`src/hw/rtl/mtep_pkg.sv`:
```
// Shared types and constants for the MIDI track event parser.
package mtep_pkg;

	localparam int CHANNELS     = 16;
	localparam int KEYS         = 128;
	localparam int COUNTER_BITS = 16;

	// The key counters are stored as rows of LANES counters, one valid bit per row.
	localparam int LANES     = 8;
	localparam int LANE_BITS = $clog2(LANES);
	localparam int ROWS      = CHANNELS * KEYS / LANES;
	localparam int ROW_BITS  = $clog2(ROWS);

	typedef logic [COUNTER_BITS-1:0]       count_t;
	typedef logic [LANES*COUNTER_BITS-1:0] row_t;

	localparam count_t COUNT_MAX = '1;

	// Request from the parser to the key counter store.
	typedef struct packed {
		logic                 rd_en;
		logic [ROW_BITS-1:0]  rd_row;
		logic [LANE_BITS-1:0] rd_lane;
		logic                 wr_en;
		count_t               wr_count;
		logic                 clear;
	} key_req_t;

	// One result item.
	typedef struct packed {
		logic        event_done;
		logic [31:0] tick;
		logic [31:0] note_total;
		logic        tempo_valid;
		logic [23:0] tempo_value;
		logic        end_of_track;
		logic        unexpected_status;
		logic        length_error;
	} result_t;

endpackage

```
`src/hw/rtl/mtep_parser.sv`:
```
// Byte-level track parser: phase, running status, varlen, tick, tempo and note counting.
module mtep_parser import mtep_pkg::*; (
	input  logic       clk,
	input  logic       arst_n,
	input  logic       fire,
	input  logic [7:0] byte_in,
	input  logic       start,
	input  count_t     count,
	output key_req_t   key_req,
	output result_t    res
);

	typedef enum logic [3:0] {
		PH_DELTA,
		PH_STATUS,
		PH_DATA1,
		PH_DATA2,
		PH_META_TYPE,
		PH_META_LEN,
		PH_TEMPO,
		PH_SKIP,
		PH_SYSEX_LEN
	} phase_t;

	localparam logic [7:0] ST_META      = 8'hFF;
	localparam logic [7:0] ST_SYSEX     = 8'd240;
	localparam logic [7:0] ST_SYSEX_ESC = 8'd247;
	localparam logic [7:0] ST_CHAN_LO   = 8'd128;
	localparam logic [7:0] ST_CHAN_HI   = 8'd239;
	localparam logic [7:0] ST_OFF_HI    = 8'd143;
	localparam logic [7:0] ST_ON_HI     = 8'd159;
	localparam logic [7:0] ST_CC_LO     = 8'd176;
	localparam logic [7:0] ST_CC_HI     = 8'd191;
	localparam logic [7:0] ST_ONE_LO    = 8'd192;
	localparam logic [7:0] ST_ONE_HI    = 8'd223;
	localparam logic [7:0] META_END     = 8'd47;
	localparam logic [7:0] META_TEMPO   = 8'd81;
	localparam logic [7:0] CC_MONO      = 8'd126;
	localparam logic [7:0] MONO_SWALLOW = 8'd4;

	phase_t      phase_q;
	logic [7:0]  rs_q;
	logic [27:0] va_q;
	logic [2:0]  vc_q;
	logic [31:0] tick_q;
	logic [31:0] notes_q;
	logic [7:0]  first_q;
	logic [7:0]  meta_q;
	logic [27:0] skip_q;
	logic [23:0] tempo_q;
	logic        ended_q;
	logic        mono_q;
	logic        bad_q;

	// State as seen after the track start clear.
	phase_t      c_phase;
	logic [27:0] c_va;
	logic [2:0]  c_vc;
	logic [31:0] c_tick;
	logic [27:0] c_skip;
	logic [23:0] c_tempo;
	logic        c_ended;
	logic        c_mono;

	phase_t      n_phase;
	logic [7:0]  n_rs;
	logic [27:0] n_va;
	logic [2:0]  n_vc;
	logic [31:0] n_tick;
	logic [31:0] n_notes;
	logic [7:0]  n_first;
	logic [7:0]  n_meta;
	logic [27:0] n_skip;
	logic [23:0] n_tempo;
	logic        n_ended;
	logic        n_mono;
	logic        n_bad;

	logic [27:0] fb_acc;
	logic [2:0]  fb_cnt;
	logic        fb_done;
	logic [32:0] tick_sum;
	logic [23:0] tempo_new;
	logic [2:0]  tempo_cnt;
	logic [7:0]  st;
	logic        reuse;
	logic        swallowed;
	logic        ev;
	logic        tv;
	logic        lerr;
	logic        key_ok;
	logic        rd_en;
	logic        wr_en;
	count_t      wr_count;

	assign c_phase = start ? PH_DELTA : phase_q;
	assign c_va    = start ? '0 : va_q;
	assign c_vc    = start ? '0 : vc_q;
	assign c_tick  = start ? '0 : tick_q;
	assign c_skip  = start ? '0 : skip_q;
	assign c_tempo = start ? '0 : tempo_q;
	assign c_ended = start ? 1'b0 : ended_q;
	assign c_mono  = start ? 1'b0 : mono_q;

	// Variable-length decoder step: seven bits a byte, four bytes at most.
	assign fb_acc   = {c_va[20:0], byte_in[6:0]};
	assign fb_cnt   = c_vc + 3'd1;
	assign fb_done  = !byte_in[7] || (fb_cnt >= 3'd4);
	assign tick_sum = {1'b0, c_tick} + {5'b0, fb_acc};

	assign tempo_new = {c_tempo[15:0], byte_in};
	assign tempo_cnt = c_vc + 3'd1;

	assign reuse  = !byte_in[7];
	assign st     = reuse ? rs_q : byte_in;
	assign key_ok = !first_q[7];

	always_comb begin
		n_phase  = c_phase;
		n_rs     = rs_q;
		n_va     = c_va;
		n_vc     = c_vc;
		n_tick   = c_tick;
		n_notes  = notes_q;
		n_first  = first_q;
		n_meta   = meta_q;
		n_skip   = c_skip;
		n_tempo  = c_tempo;
		n_ended  = c_ended;
		n_mono   = c_mono;
		n_bad    = bad_q;
		swallowed = 1'b0;
		ev       = 1'b0;
		tv       = 1'b0;
		lerr     = 1'b0;
		rd_en    = 1'b0;
		wr_en    = 1'b0;
		wr_count = count;

		// After a mono mode controller, a following value of four is dropped.
		if (!c_ended && c_mono) begin
			n_mono = 1'b0;
			if (byte_in == MONO_SWALLOW) begin
				swallowed = 1'b1;
			end
		end

		if (!c_ended && !swallowed) begin
			case (c_phase)
				PH_DELTA: begin
					n_va = fb_acc;
					n_vc = fb_cnt;
					if (fb_done) begin
						lerr    = byte_in[7];
						n_va    = '0;
						n_vc    = '0;
						n_tick  = tick_sum[32] ? '1 : tick_sum[31:0];
						n_phase = PH_STATUS;
					end
				end
				PH_STATUS: begin
					n_rs = st;
					n_va = '0;
					n_vc = '0;
					if (st == ST_META) begin
						if (reuse) begin
							n_meta  = byte_in;
							n_phase = PH_META_LEN;
						end else begin
							n_phase = PH_META_TYPE;
						end
					end else if (st >= ST_CHAN_LO && st <= ST_CHAN_HI) begin
						if (reuse) begin
							// The byte is the first data byte of a running-status event.
							n_first = byte_in;
							rd_en   = 1'b1;
							if (st >= ST_ONE_LO && st <= ST_ONE_HI) begin
								ev      = 1'b1;
								n_phase = PH_DELTA;
							end else begin
								n_phase = PH_DATA2;
							end
						end else begin
							n_phase = PH_DATA1;
						end
					end else if (st == ST_SYSEX || st == ST_SYSEX_ESC) begin
						if (reuse) begin
							// A one-byte length, fed from a cleared decoder.
							if (byte_in[6:0] == 7'd0) begin
								ev      = 1'b1;
								n_phase = PH_DELTA;
							end else begin
								n_skip  = {21'd0, byte_in[6:0]};
								n_phase = PH_SKIP;
							end
						end else begin
							n_phase = PH_SYSEX_LEN;
						end
					end else begin
						ev      = 1'b1;
						n_phase = PH_DELTA;
					end
				end
				PH_DATA1: begin
					n_first = byte_in;
					rd_en   = 1'b1;
					if (byte_in[7]) begin
						n_bad = 1'b1;
					end
					if (rs_q >= ST_ONE_LO && rs_q <= ST_ONE_HI) begin
						ev      = 1'b1;
						n_phase = PH_DELTA;
					end else begin
						n_phase = PH_DATA2;
					end
				end
				PH_DATA2: begin
					if (byte_in[7]) begin
						n_bad = 1'b1;
					end
					if (rs_q <= ST_OFF_HI || (rs_q <= ST_ON_HI && byte_in == 8'd0)) begin
						if (key_ok && count != '0) begin
							wr_en    = 1'b1;
							wr_count = count - count_t'(1);
							if (notes_q != '1) begin
								n_notes = notes_q + 32'd1;
							end
						end
					end else if (rs_q <= ST_ON_HI) begin
						if (key_ok && count != COUNT_MAX) begin
							wr_en    = 1'b1;
							wr_count = count + count_t'(1);
						end
					end else if (rs_q >= ST_CC_LO && rs_q <= ST_CC_HI &&
					             first_q == CC_MONO && byte_in == 8'd0) begin
						n_mono = 1'b1;
					end
					ev      = 1'b1;
					n_phase = PH_DELTA;
				end
				PH_META_TYPE: begin
					n_meta  = byte_in;
					n_va    = '0;
					n_vc    = '0;
					n_phase = PH_META_LEN;
				end
				PH_META_LEN: begin
					n_va = fb_acc;
					n_vc = fb_cnt;
					if (fb_done) begin
						lerr = byte_in[7];
						n_va = '0;
						n_vc = '0;
						if (meta_q == META_END) begin
							n_ended = 1'b1;
							ev      = 1'b1;
							n_phase = PH_DELTA;
						end else if (meta_q == META_TEMPO) begin
							n_tempo = '0;
							n_phase = PH_TEMPO;
						end else if (fb_acc == '0) begin
							ev      = 1'b1;
							n_phase = PH_DELTA;
						end else begin
							n_skip  = fb_acc;
							n_phase = PH_SKIP;
						end
					end
				end
				PH_TEMPO: begin
					n_tempo = tempo_new;
					n_vc    = tempo_cnt;
					if (tempo_cnt >= 3'd3) begin
						n_vc    = '0;
						tv      = 1'b1;
						ev      = 1'b1;
						n_phase = PH_DELTA;
					end
				end
				PH_SKIP: begin
					if (c_skip <= 28'd1) begin
						n_skip  = '0;
						ev      = 1'b1;
						n_phase = PH_DELTA;
					end else begin
						n_skip = c_skip - 28'd1;
					end
				end
				PH_SYSEX_LEN: begin
					n_va = fb_acc;
					n_vc = fb_cnt;
					if (fb_done) begin
						lerr = byte_in[7];
						n_va = '0;
						n_vc = '0;
						if (fb_acc == '0) begin
							ev      = 1'b1;
							n_phase = PH_DELTA;
						end else begin
							n_skip  = fb_acc;
							n_phase = PH_SKIP;
						end
					end
				end
				default: begin
					n_phase = PH_DELTA;
				end
			endcase
		end
	end

	// Counter row and lane follow from the channel of running status and the key.
	always_comb begin
		key_req.rd_en    = fire && rd_en;
		key_req.rd_row   = {rs_q[3:0], byte_in[6:LANE_BITS]};
		key_req.rd_lane  = byte_in[LANE_BITS-1:0];
		key_req.wr_en    = fire && wr_en;
		key_req.wr_count = wr_count;
		key_req.clear    = fire && start;
	end

	always_comb begin
		res.event_done        = ev;
		res.tick              = n_tick;
		res.note_total        = n_notes;
		res.tempo_valid       = tv;
		res.tempo_value       = tv ? tempo_new : '0;
		res.end_of_track      = n_ended;
		res.unexpected_status = n_bad;
		res.length_error      = lerr;
	end

	always_ff @(posedge clk or negedge arst_n) begin
		if (!arst_n) begin
			phase_q <= PH_DELTA;
			rs_q    <= '0;
			va_q    <= '0;
			vc_q    <= '0;
			tick_q  <= '0;
			notes_q <= '0;
			first_q <= '0;
			meta_q  <= '0;
			skip_q  <= '0;
			tempo_q <= '0;
			ended_q <= 1'b0;
			mono_q  <= 1'b0;
			bad_q   <= 1'b0;
		end else if (fire) begin
			phase_q <= n_phase;
			rs_q    <= n_rs;
			va_q    <= n_va;
			vc_q    <= n_vc;
			tick_q  <= n_tick;
			notes_q <= n_notes;
			first_q <= n_first;
			meta_q  <= n_meta;
			skip_q  <= n_skip;
			tempo_q <= n_tempo;
			ended_q <= n_ended;
			mono_q  <= n_mono;
			bad_q   <= n_bad;
		end
	end

endmodule

```
`config.mk`:
```
export PLATFORM = sky130hd
export DESIGN_NAME = mtep_parser
export DESIGN_NICKNAME = d
export VERILOG_FILES = /design/src/hw/rtl/mtep_pkg.sv /design/src/hw/rtl/mtep_parser.sv
export SDC_FILE = /design/constraint.sdc
export NUM_CORES = 1
export LEC_CHECK = 0
export BUFFER_PORTS_ARGS = -buffer_cell sky130_fd_sc_hd__buf_2
export CAP_MARGIN = 20
export CELL_PAD_IN_SITES_DETAIL_PLACEMENT = 0
export CELL_PAD_IN_SITES_GLOBAL_PLACEMENT = 1
export CORE_ASPECT_RATIO = 2
export CORE_MARGIN = 3
export CORE_UTILIZATION = 48
export DETAILED_ROUTE_END_ITERATION = 8
export PLACE_DENSITY = 0.85
export SYNTH_ARGS = -nofsm -noshare
export SYNTH_HDL_FRONTEND = slang
export SYNTH_SLANG_ARGS = --single-unit
```
`constraint.sdc`:
```
create_clock -name clk -period 22.1 [get_ports clk]
set_input_delay 4.42 -clock clk [delete_from_list [all_inputs] [get_ports clk]]
set_output_delay 4.42 -clock clk [all_outputs]
set_load 0.01 [all_outputs]
```
# After elaboration in Yosys (flattened, before gate mapping)
# Index checks and enable logic that the tools add are counted.
# W data, S select, Z words.
op_classes:
  add_sub_neg: 6
  magnitude_cmp: 13
  eq_ne: 21
  muxes: 123
  n_reduce_logical: 34
op_table:
  columns: ["operator", "n"]
  rows:
  - ["$mux W28", 16]
  - ["$mux W32", 10]
  - ["$mux W24", 6]
  - ["$pmux W28 S4", 1]
  - ["$mux W16", 6]
  - ["$pmux W28 S2", 1]
  - ["$mux W1", 49]
  - ["$le A8 B8 Y1 const B", 6]
  - ["$mux W4", 12]
  - ["$pmux W24 S2", 1]
  - ["$mux W8", 5]
  - ["$add A32 B28 Y33", 1]
  - ["$add A32 B1 Y32 const B", 1]
  - ["$ge A8 B8 Y1 const B", 4]
  - ["$ne A32 B32 Y1 const B", 1]
  - ["$pmux W4 S8", 1]
  - ["$pmux W8 S2", 2]
  - ["$le A28 B1 Y1 const B", 1]
  - ["$logic_not A28 Y1", 1]
  - ["$sub A28 B1 Y28 const B", 1]
  - ["$eq A8 B8 Y1 const B", 3]
  - ["$mux W3", 8]
  - ["$add A16 B1 Y16 const B", 1]
  - ["$eq A4 B3 Y1 const B", 4]
  - ["other kinds (29)", 55]
totals:
  ff_bits: 178
  inputBits: 28
  word_cells: 210

# Logic depth before layout (Yosys ltp)
# Gate-level depths: netlist of run 1.
logic_depth:
  ltp_word: 9
  ltp_mapped: 19

# Least setup slack after synthesis of run 1
# OpenSTA, ideal clock, no wires.
synth_timing:
  kind: "input to output"
  startpoint: "in start"
  endpoint: "out res[90] in the netlist's numbering"
  arrival_ns: 8.650
  setup_slack_ns: 9.030
  stages: 19
  n_path_buf: 9
  path_cell_list: "clkbuf_1 > clkbuf_1 > clkbuf_1 > clkbuf_1 > clkbuf_1 > clkbuf_1 > nor2b_1 > ha_1 > clkbuf_1 > a21o_1 > a21oi_1 > o311ai_0 > o21a_1 > o21ai_0 > or2_2 > clkbuf_1 > clkbuf_1 > nand3_1 > o211a_1"
synth_lines:
  columns: ["element", "line", "source"]
  rows:
  - ["start, declared", "mtep_parser.sv:7", "input logic start,"]
  - ["end, declared", "mtep_parser.sv:10", "output result_t res"]

==> summary.md, run 1 <==
| Metric | Value |
|---|---|
| Clock H-tree levels | 4 |
| Via count of the routed design | 12.1k |
| Most frequent cells in the layout | 163 x dfrtp_1, 154 x nand2_1, 148 x buf_2 |
| Worst Path Max Fanout | 66 |
| Die Height | 235 µm |
| Leak Pwr | between 6 and 7 nW |
| N_diodes | 0 |
| Clock Pin Slew Worst Setup and Hold Paths | approximately 0.070 ns |
| Setup TNS | 0 ns |
| Worst Hold Launch | tick_q[15]$_DFFE_PN0P_ |
| Vias/cell | between 6 and 7 |
| Worst R2R Setup Slack | 18.10 ns |
| Core area | between 0.02 and 0.03 mm² |
| Psw | about 300 µW |
| Synth Instances | 1,541 |
| CP endpoint kind | output port |
| Post-route ant nets | 0 |
| # nets final | roughly 1.7k |
| Root Driver | clkbuf_16 |
| Post-synth top area share | between 30% and 40% |
| Area grow syn2layout | 11.3% |
| Vias in the first global route | approximately 12k |
| Setup slack after layout | 8.80 ns |
| Hold-fix buffers at CTS | 0 |
| Switching share of power | about a third |
| DR iter-0 viols | approximately 830 |
| Total GRT Usage | 29.5% |
| FF-to-FF path depth | 8 |
| Worst Hold Depth | 1 |
| First-pass GRT wire length | roughly 66,000 µm |
| Comb power frac | about a quarter |
| RSZ-0062 raised after global routing | false |
| Clk Latency, worst-skew pair | between 0.4 and 0.5 ns |
| Routed wire length | roughly 42,000 µm |
| CTS tree | built |
| Worst Setup Start Kind | input port |
| # IOs | approximately 150 |
| Sequential fraction of the synthesis area | approximately a third |
| FF-to-FF End | phase_q[0]$_DFFE_PN0P_ |
| Initial antenna violation count | 0 |
| Largest net degree at the start of global routing | approximately 100 |
| Rel. slew slack | between 10% and 20% |
| Top cell type by total area after synthesis | dfrtp_1 |
| Reg power frac | 39.4% |
| Die area | 0.0283 mm² |
| Status | finished clean |
| Clock Path Buffers | 2 |
| Drt first pass iters | 5 |
| Number of synthesized flops with an enable pin | 0 |
| Hold slack | around 0.47 ns |
| Setup WS pre-CTS | 8.89 ns |
| Num CTS Buffers | 17 |
| Crit path cell chain | buf_4 -> buf_4 -> nor2b_1 -> ha_1 -> a21o_1 -> a311oi_1 -> o21ai_0 -> a311o_1 -> a2111oi_0 -> o21bai_1 -> xnor2_1 -> a31oi_1 -> buf_2 |
| # Post-CTS Setup Buffers | 0 |
| Number of distinct library cells after synthesis | 75 |
| Yosys warnings | 0 |
| WL/cell | approximately 21 µm |
| Worst slew pin tran | between 1 and 1.5 ns |
| Total Power | 896 µW |
| FF-to-FF Start | skip_q[13]$_DFFE_PN0P_ |
| Dominant cells by area after synthesis | dfrtp_1 32%, xnor2_1 5.3%, nand2_1 4.6% |
| Clock power frac | approximately a third |
| Final slew viol count | 0 |
| Final core utilization | between 50 and 60% |
| Die W | between 100 and 150 µm |
| Final critical-path share of the clock period | about three fifths |
| Commonest non-fill, non-tap cell in the layout | dfrtp_1 |
| Critical Path RT | 17.68 ns |
| Min cycle time layout | between 10 and 15 ns |
| Total grt overflow | 0 |
| Mapped Area | roughly 0.013 mm² |
| Worst Hold Class | reg -> reg |
| Max-cap violations | 0 |
| Crit Path Category | in -> out |
| Max Freq | roughly 75 MHz |
| Power Density | 64.0 mW/mm² |
| Post-Syn Nets | ~1.6k |
| #FFs+latches synth | around 160 |
| Endpoint, Worst Hold | tick_q[15]$_DFFE_PN0P_ |
| Remaining routing DRC violations | 0 |
| GPL Wtd Cong | 0.926 |
| Fraction of layout cells with a size suffix above 1 | 15.6% |
| Worst clock skew | between 0.01 and 0.015 ns |
| Worst VDD drop | around 0.04 mV |
| Post-synth top flop | dfrtp_1 |
| Clock sink count | ~160 |
| Starting density of the core | between 40% and 50% |
| Count of input and output buffers | 150 |
| Final hold viol count | 0 |
| Filler cell count | ~2.6k |
| Internal power | between 500 and 600 µW |
| Post-synth ARST share | 100% |
| Count of final setup violators | 0 |
| Crit path arrival time | 8.88 ns |
| Most used cell, CP | buf_4 |
| HPWL after DPL | between 30,000 and 40,000 µm |
| Cts repair resizes | 0 |
| Slowest CP cell | a2111oi_0 |
| Critical Path Max Stage Delay | ~1.1 ns |
| Average size of a mapped cell | between 8 and 9 µm² |
| FP Rows | 83 |
Yosys cell counts, types with 5 or more instances:
cell type / instances
o21a_1: 16
a22oi_1: 23
a211oi_1: 15
nand3_1: 57
ha_1: 34
nand2_1: 154
and3_1: 21
o2bb2ai_1: 21
o41ai_1: 7
o21bai_1: 6
mux2i_1: 10
and2_1: 36
o21ai_0: 96
o22ai_1: 8
or4_1: 6
o211ai_1: 10
nor2b_1: 58
nand4_1: 29
mux2_2: 35
xor2_1: 36
a21o_1: 29
a31oi_1: 29
or2_2: 13
nand2b_1: 11
clkbuf_1: 89
and4_1: 6
buf_1: 7
a21oi_1: 81
xnor2_1: 76
o31ai_1: 9
nor4_1: 19
buf_4: 16
inv_1: 32
nor3_1: 39
or3_1: 5
nor2_1: 131
dfrtp_1: 163
a32o_1: 7
a221o_1: 8
a22o_1: 19
power groups by stage:
stage	registers, mW	clock network (mW)	logic (mW)
2_1_floorplan	0.346	0	0.167
3_3_place_gp	0.356	0	0.229
3_5_place_dp	0.358	0	0.231
4_1_cts	0.352	0.316	0.232
5_1_grt	0.357	0.326	0.255
6_report	0.353	0.311	0.232
stage by stage:
step                cells  cell area (µm²)
floorplan            1541            12600
global placement     1931            13400
detailed placement   1931            13400
CTS                  1963            14000
global route         1963            14000
finish               1963            14000
sequential cells by signal, summed over array words and instances, names as in the netlist, 3 cells and up:
| register | cells |
|---|---|
| notes_q | 32 |
| tick_q | 32 |
| tempo_q | 16 |
| phase_q | 4 |
| skip_q | 28 |
| first_q | 8 |
| va_q | 21 |
| meta_q | 8 |
| rs_q | 8 |
| vc_q | 3 |
cells by family (layout without fill, tap and decap cells):
group	Yosys count	count (layout)	share of synthesized area [%]
AND/OR/NAND/NOR	603	603	24.0
multiplexers	45	45	3.93
buffers and inverters	149	231	4.97
adder cells (fa/ha/maj)	36	36	3.62
XOR/XNOR	112	112	7.80
AO/OA/AOI/OAI	433	433	23.3
flip-flops	163	163	32.4
routing by layer:
layer  GRT usage [%]  share of wire (%)
met1            29.9                 35
met2            55.5                 55
met3            4.38                4.0
met4            17.6                6.0
met5               0                  0
final cells by class:
class                           count  area, µm²  area share (%)
Clock buffer                       22        464            3.31
Clock inverter                     10        131           0.938
Inverter                           32        120           0.858
Multi-Input combinational cell   1229       7900            56.4
Sequential cell                   163       4080            29.1
Tap cell                          340        425            3.04
Timing Repair Buffer              167        887            6.33
critical path: cells and delay by family:
kind,cells,cell delay (ns)
xor gates and xnor gates,1,0.17
adders and majority gates,1,0.30
AOI/OAI and AO/OA,7,2.43
buffers and inverters,3,1.36
and+or+nand+nor,1,0.17
worst max-delay path by stage:
stage	slack, ns	depth (start not counted)	endpoint	start
finish	8.80	13	res[86]	start
global route	8.62	13	res[86]	start
CTS	8.88	13	res[86]	start
detailed placement	8.89	13	res[86]	start
global placement	8.96	13	res[86]	start
floorplan	9.03	19	res[90]	start
Power figures use the tool's default switching activity.
==> run 2, diff against run 1 <==
--- a/config.mk
+++ b/config.mk
@@ -11,9 +11,9 @@
 export CELL_PAD_IN_SITES_GLOBAL_PLACEMENT = 1
 export CORE_ASPECT_RATIO = 2
 export CORE_MARGIN = 3
-export CORE_UTILIZATION = 48
+export CORE_UTILIZATION = 40
 export DETAILED_ROUTE_END_ITERATION = 8
-export PLACE_DENSITY = 0.85
+export PLACE_DENSITY = 0.75
 export SYNTH_ARGS = -nofsm -noshare
 export SYNTH_HDL_FRONTEND = slang
 export SYNTH_SLANG_ARGS = --single-unit
==> constraint.sdc (replaced) <==
create_clock -name clk -period 11.8 [get_ports clk]
set_input_delay 2.36 -clock clk [delete_from_list [all_inputs] [get_ports clk]]
set_output_delay 2.36 -clock clk [all_outputs]
set_load 0.01 [all_outputs]
==> run 2 against run 1 <==
Against the previous run:
- global-route usage decreased by 3.6 points
- critical path type unchanged
- die area increased by 19%
- register-to-register slack got worse by 10 ns
- highest routed layer unchanged
- flip-flop and latch count unchanged
- final cell count increased by 4.3%
- non-clock buffer count increased by 7
- combinational power increased by 94%
- critical path depth unchanged
- via count increased by 0.65%
- clock power increased by 86%
==> summary.md, run 2 (synthesis gave the netlist of run 1 again) <==
| Metric | Value |
|---|---|
| Status | finished clean |
| Clock Pin Slew Worst Setup and Hold Paths | 0.06 ns (about the same) |
| Core area | 0.0310 mm² (+20%) |
| Critical Path Sink | res[86] |
| DR iter-0 viols | 702 (-15%) |
| Largest net degree at the start of global routing | 75 (-26%) |
| Max Freq | between 100 and 150 MHz |
| Worst Hold Class | reg -> reg |
| # nets final | 1,680 (+0.42%) |
| CTS tree | built |
| HPWL after DPL | 32,700 µm (+5.6%) |
| Via count of the routed design | 12.2k (+0.65%) |
| WL/cell | 21.5 µm (+1.1%) |
| Most frequent cells in the layout | 163 x dfrtp_1, 154 x nand2_1, 149 x buf_2 |
| Num CTS Buffers | 17 (unchanged) |
| Fraction of layout cells with a size suffix above 1 | 16.1% (+0.49 points) |
| FF-to-FF Start | tick_q[0]$_DFFE_PN0P_ |
| Vias/cell | 5.94 (-3.5%) |
| Die W | 131 µm (+9.1%) |
| Critical Path RT | 9.44 ns (-8.24 ns) |
| Crit path max-delay family | compound AO/OA/AOI/OAI gates |
| Worst slew pin tran | 1.06 ns (-0.123 ns) |
| Final critical-path share of the clock period | between 70 and 80% |
| Non-filler cells, final | 2,048 (+4.3%) |
| Largest registers | notes_q x32, tick_q x32, skip_q x28 |
| Initial antenna violation count | 1 (+1) |
| Area post-placement | 0.0135 mm² (+1.0%) |
| Count of input and output buffers | 150 (unchanged) |
| Worst Path Max Fanout | 74 (+12%) |
| # Post-CTS Setup Buffers | 0 (unchanged) |
| Filler cell count | 3,193 (+23%) |
| Max-cap violations | 0 (unchanged) |
| Setup WS pre-CTS | 3.06 ns (-5.83 ns) |
| FP Rows | 91 (+9.6%) |
| Placed cells | 2,014 (+4.3%) |
| Starting density of the core | 40.6% (-8.2 points) |
| Critical Path Max Stage Delay | 0.80 ns (-0.26 ns) |
| Drt first pass iters | 5 (unchanged) |
| Routed wire length | 43,900 µm (+5.5%) |
| Worst VDD drop | 0.107 mV (+160%) |
| Worst clock skew | 0.00936 ns (-0.00311 ns) |
| Remaining routing DRC violations | 0 (unchanged) |
| Total grt overflow | 0 (unchanged) |
| Levels on crit path | 13 (unchanged) |
| Crit path cell chain | buf_4 -> buf_4 -> nor2b_1 -> ha_1 -> a21o_1 -> a311oi_1 -> o21ai_0 -> a311o_1 -> a2111oi_0 -> o21bai_1 -> xnor2_1 -> a31oi_1 -> buf_2 |
| Final core utilization | 45.7% (-8.7 points) |
| Critical path origin | start |
| Hold-fix buffers at CTS | 0 (unchanged) |
| Setup TNS | 0 ns (unchanged) |
| Rel. slew slack | 29.3% (+10 points) |
| Post-route ant nets | 0 (unchanged) |
| CP endpoint kind | output port |
| Vias in the first global route | 12.5k (+1.7%) |
| Cell area after layout | 0.0142 mm² (+1.1%) |
| Leak Pwr | 6.28 nW (+0.38%) |
| FF-to-FF path depth | 11 (+3) |
| RSZ-0062 raised after global routing | false |
| Buf/Inv on CP | 3 (unchanged) |
| # IOs | 151 (unchanged) |
| Die area | 0.0338 mm² (+19%) |
| Commonest non-fill, non-tap cell in the layout | dfrtp_1 |
| Most used cell, CP | buf_4 |
| Crit Path Category | in -> out |
| Clock H-tree levels | 4 (unchanged) |
| Total GRT Usage | 25.9% (-3.6 points) |
| Worst R2R Setup Slack | 7.89 ns (-10.21 ns) |
| Final slew viol count | 0 (unchanged) |
| Crit path arrival time | 6.47 ns (-2.41 ns) |
| Min cycle time layout | approximately 8.8 ns |
| Power Density | 119 mW/mm² (+86%) |
| Clk Latency, worst-skew pair | 0.46 ns (about the same) |
| Sequential cell area | 0.00408 mm² (unchanged) |
| Clock sink count | 163 (unchanged) |
| GPL Wtd Cong | 0.922 (-0.40%) |
| Final hold viol count | 0 (unchanged) |
| Cts repair resizes | 0 (unchanged) |
| Area of the multi-input gates | 0.00790 mm² (about the same) |
| FF-to-FF End | tick_q[5]$_DFFE_PN0P_ |
| Count of final setup violators | 0 (unchanged) |
| First-pass GRT wire length | 69,500 µm (+5.4%) |
| N_diodes | 0 (unchanged) |
| Setup slack after layout | 2.97 ns (-5.83 ns) |
| Die Height | 257 µm (+9.3%) |
| Worst Setup Start Kind | input port |
| Root Driver | clkbuf_16 |
| Slowest CP cell | a2111oi_0 |
| Area grow syn2layout | 12.5% |
| Clock Path Buffers | 2 (unchanged) |
run 2: cell types whose count changed in the layout (fill, tap and decap cells not counted), sizes merged:
| cell | change |
|---|---|
| buf | +7 |
| inv | +4 |
| clkinv | -3 |
| clkbuf | -2 |
| clkinvlp | +2 |
| bufinv | -1 |
run 2: routing by layer:
metal	global-route usage, %	vias to the layer above	wire, µm
met5	0	-	0
met4	16.2	0	2850
met3	3.67	150	1710
met2	49.2	408	23800
met1	26.2	5871	15500
li1	-	5738	-
run 2: power breakdown:
group	switching [mW]	internal, mW
combinational	0.280	0.170
sequential	0.0452	0.612
clock	0.255	0.322
run 2: metrics by stage:
stage	hold WS (ns)	total power, mW
2_1_floorplan	0.441	0.962
3_3_place_gp	0.454	1.11
3_5_place_dp	0.462	1.12
4_1_cts	0.476	1.70
5_1_grt	0.502	1.77
6_report	0.474	1.68
run 2: worst min-delay path by stage:
stage                                 from  cells past startpoint  slack (ns)                      to
floorplan              vc_q[1]$_DFFE_PN0P_                      2        0.44     vc_q[1]$_DFFE_PN0P_
detailed placement  tick_q[10]$_DFFE_PN0P_                      1        0.46  tick_q[10]$_DFFE_PN0P_
CTS                 tick_q[10]$_DFFE_PN0P_                      1        0.48  tick_q[10]$_DFFE_PN0P_
global route        tick_q[15]$_DFFE_PN0P_                      1        0.50  tick_q[15]$_DFFE_PN0P_
finish              tick_q[12]$_DFFE_PN0P_                      2        0.47  tick_q[12]$_DFFE_PN0P_
global placement         bad_q$_DFFE_PN0P_                      1        0.45       bad_q$_DFFE_PN0P_
run 2: cell type report:
cell class / instances / area share [%]
multi-input cells: 1229 / 55.8
clock inverters: 12 / 1.05
repair buffers: 174 / 6.65
clock buffers: 20 / 3.15
flip-flops and latches: 163 / 28.8
inverters: 32 / 0.848
well taps: 418 / 3.69
run 2: worst reg2reg max path: cells and delay by family (launching register included):
kind | cells | cell delay, ns
multiplexers | 1 | 0.31
flip-flops | 1 | 0.37
adder cells (fa/ha/maj) | 2 | 0.68
AO/OA/AOI/OAI | 5 | 1.57
AND/OR/NAND/NOR | 3 | 0.86
==> run 3, diff against run 2 <==
--- a/config.mk
+++ b/config.mk
@@ -11,9 +11,9 @@
 export CELL_PAD_IN_SITES_GLOBAL_PLACEMENT = 1
 export CORE_ASPECT_RATIO = 2
 export CORE_MARGIN = 3
-export CORE_UTILIZATION = 40
+export CORE_UTILIZATION = 45
 export DETAILED_ROUTE_END_ITERATION = 8
-export PLACE_DENSITY = 0.75
+export PLACE_DENSITY = 0.8
 export SYNTH_ARGS = -nofsm -noshare
 export SYNTH_HDL_FRONTEND = slang
 export SYNTH_SLANG_ARGS = --single-unit
==> constraint.sdc (replaced) <==
create_clock -name clk -period 9.1 [get_ports clk]
set_input_delay 1.82 -clock clk [delete_from_list [all_inputs] [get_ports clk]]
set_output_delay 1.82 -clock clk [all_outputs]
set_load 0.01 [all_outputs]
==> run 3 against run 2 <==
Against the previous run:
- total power is 31% higher
- critical path depth did not move
- sequential power increased by 31%
- cell area decreased by 0.53%
- global-route usage up 1.6 points
- sequential share of layout area is 0.15 points higher
- flip-flop and latch count is the same
- final cell count decreased by 3.4%
- worst setup slack worse by 1.6 ns
- die area down 11%
- largest cell class unchanged
- clock skew up 0.0040 ns
==> summary.md, run 3 (synthesis gave the netlist of run 1 again) <==
| Metric | Value |
|---|---|
| First-pass GRT wire length | 67,000 µm (-3.6%) |
| Worst slew pin tran | 1.02 ns (-0.0378 ns) |
| Area grow syn2layout | 11.9% |
| Crit path arrival time | 5.90 ns (-0.57 ns) |
| Worst clock skew | 0.0134 ns (+0.00405 ns) |
| # IOs | 151 (unchanged) |
| Count of final setup violators | 0 (unchanged) |
| Critical Path Max Stage Delay | 0.83 ns (+0.03 ns) |
| Power Density | 156 mW/mm² (+31%) |
| # nets final | 1,676 (-0.24%) |
| Count of input and output buffers | 150 (unchanged) |
| Clock Path Buffers | 2 (unchanged) |
| Worst Path Max Fanout | 81 (+9.5%) |
| Met2 Usage GRT | 51.3% (+2.1 points) |
| HPWL after DPL | 31,000 µm (-5.1%) |
| Crit Path Category | in -> out |
| FP Rows | 86 (-5.5%) |
| Status | finished clean |
| WL/cell | 21.3 µm (-0.65%) |
| Worst Hold Class | reg -> reg |
| Final slew viol count | 0 (unchanged) |
| Post-route ant nets | 0 (unchanged) |
| Min cycle time layout | roughly 7.7 ns |
| Root Driver | clkbuf_16 |
| Internal power | 1.47 mW (+33%) |
| Die area | 0.0301 mm² (-11%) |
| Final critical-path share of the clock period | between 80 and 90% |
| Setup TNS | 0 ns (unchanged) |
| Met1 Track Usage GR | 28.2% (+2.1 points) |
| Initial antenna violation count | 0 (-1) |
| Crit path cell chain | buf_4 -> nor2b_1 -> ha_1 -> fa_1 -> a211oi_1 -> o311a_1 -> o21ai_0 -> a311o_1 -> a2111oi_0 -> o21bai_1 -> xnor2_1 -> a31oi_1 -> buf_2 |
| Largest net degree at the start of global routing | 108 (+44%) |
| Gr busiest metal | met2 |
| Crit path max-delay family | compound AO/OA/AOI/OAI gates |
| CP endpoint kind | output port |
| Worst VDD drop | 0.0966 mV (-9.7%) |
| DR iter-0 viols | 809 (+15%) |
| Clock sink count | 163 (unchanged) |
| Most frequent cells in the layout | 163 x dfrtp_1, 154 x nand2_1, 148 x buf_2 |
| Psw | 734 µW (+26%) |
| RSZ-0062 raised after global routing | false |
| Met3 usage | 4.37% (+0.70 points) |
| # Post-CTS Setup Buffers | 0 (unchanged) |
| Slowest CP cell | a2111oi_0 |
| Vias in the first global route | 12.5k (-0.13%) |
| Commonest non-fill, non-tap cell in the layout | dfrtp_1 |
| Clock Pin Slew Worst Setup and Hold Paths | 0.06 ns (about the same) |
| Setup WS pre-CTS | 1.46 ns (-1.61 ns) |
| Leak Pwr | 6.29 nW (about the same) |
| Filler cell count | 2,809 (-12%) |
| Starting density of the core | 45.7% (+5.0 points) |
| Reg power frac | 39.1% (about the same) |
| Critical Path RT | 7.28 ns (-2.16 ns) |
| Rel. slew slack | 31.7% (+2.4 points) |
| GPL Wtd Cong | 0.928 (+0.62%) |
| Hold-fix buffers at CTS | 0 (unchanged) |
| N_diodes | 0 (unchanged) |
| Remaining routing DRC violations | 0 (unchanged) |
| Total GRT Usage | 27.5% (+1.6 points) |
| Cts repair resizes | 0 (unchanged) |
| Setup slack after layout | 1.38 ns (-1.59 ns) |
| Sequential cell area | 0.00408 mm² (unchanged) |
| Drt first pass iters | 5 (unchanged) |
| Worst Setup Start Kind | input port |
| Clock H-tree levels | 4 (unchanged) |
| Final hold viol count | 0 (unchanged) |
| Switching share of power | 33.4% (-1.1 points) |
| Largest registers | notes_q x32, tick_q x32, skip_q x28 |
| Core area | 0.0275 mm² (-11%) |
| Routed wire length | 42,200 µm (-4.0%) |
| Clock power frac | 35.4% (+1.1 points) |
| Total Power | 2.20 mW (+31%) |
| Die W | 124 µm (-5.5%) |
| Clk Latency, worst-skew pair | 0.46 ns (about the same) |
| CTS tree | built |
| Fraction of layout cells with a size suffix above 1 | 15.9% (-0.21 points) |
| Die Height | 242 µm (-5.6%) |
| Max Freq | about 130 MHz |
| Buf/Inv on CP | 2 (-1) |
| Area of the multi-input gates | 0.00789 mm² (-0.14%) |
| Final core utilization | 51.1% (+5.4 points) |
| Total grt overflow | 0 (unchanged) |
| Max-cap violations | 0 (unchanged) |
| Num CTS Buffers | 17 (unchanged) |
| Via count of the routed design | 12.3k (+0.69%) |
| Vias/cell | 6.19 (+4.3%) |
| Comb power frac | 25.4% (-1.3 points) |
run 3: cell type report:
class / instances / area share, %
Clock inverter: 12 / 1.20
Multi-Input combinational cell: 1229 / 56.0
Inverter: 32 / 0.853
Timing Repair Buffer: 170 / 6.60
Tap cell: 352 / 3.13
Clock buffer: 20 / 3.24
Sequential cell: 163 / 29.0
run 3: metal layers:
metal | up-vias | part of all wire (%)
met1 | 5934 | 35
met4 | 0 | 6.4
li1 | 5719 | -
met2 | 454 | 54
met3 | 144 | 4.8
met5 | - | 0
run 3: worst reg2reg max path, stage by stage, from the launching register on:
cell	delay [ns]
dfrtp_1	0.61
or3b_2	0.60
nor3_1	0.41
nand3_1	0.16
or4_1	0.83
nor4_4	0.59
and4_1	0.34
nand2_1	0.08
xnor2_1	0.16
run 3: through the flow:
stage | area [µm²] | instances | hold WS [ns]
after floorplan | 12600 | 1541 | 0.441
after global placement | 13400 | 1945 | 0.451
after detailed placement | 13400 | 1945 | 0.458
after CTS | 14100 | 1977 | 0.472
after global routing | 14100 | 1978 | 0.488
final | 14100 | 1978 | 0.471
run 3: worst paths after layout:
path / start / endpoint / slack (ns) / depth (start not counted)
max: start / res[86] / 1.38 / 13
min: tick_q[10]$_DFFE_PN0P_ / tick_q[10]$_DFFE_PN0P_ / 0.47 / 1
max reg2reg: phase_q[1]$_DFFE_PN0P_ / notes_q[31]$_DFFE_PN0P_ / 5.22 / 8
min reg2reg: tick_q[10]$_DFFE_PN0P_ / tick_q[10]$_DFFE_PN0P_ / 0.47 / 1
max in group asynchronous: arst_n / notes_q[18]$_DFFE_PN0P_ / 6.92 / 2
min in group asynchronous: arst_n / tempo_q[10]$_DFFE_PN0P_ / 1.18 / 1
run 3: power by group through the flow:
stage,registers (mW),logic [mW],clock network (mW)
2_1_floorplan,0.841,0.406,0
3_3_place_gp,0.871,0.554,0
3_5_place_dp,0.873,0.559,0
4_1_cts,0.859,0.562,0.796
5_1_grt,0.870,0.618,0.829
6_report,0.861,0.559,0.779
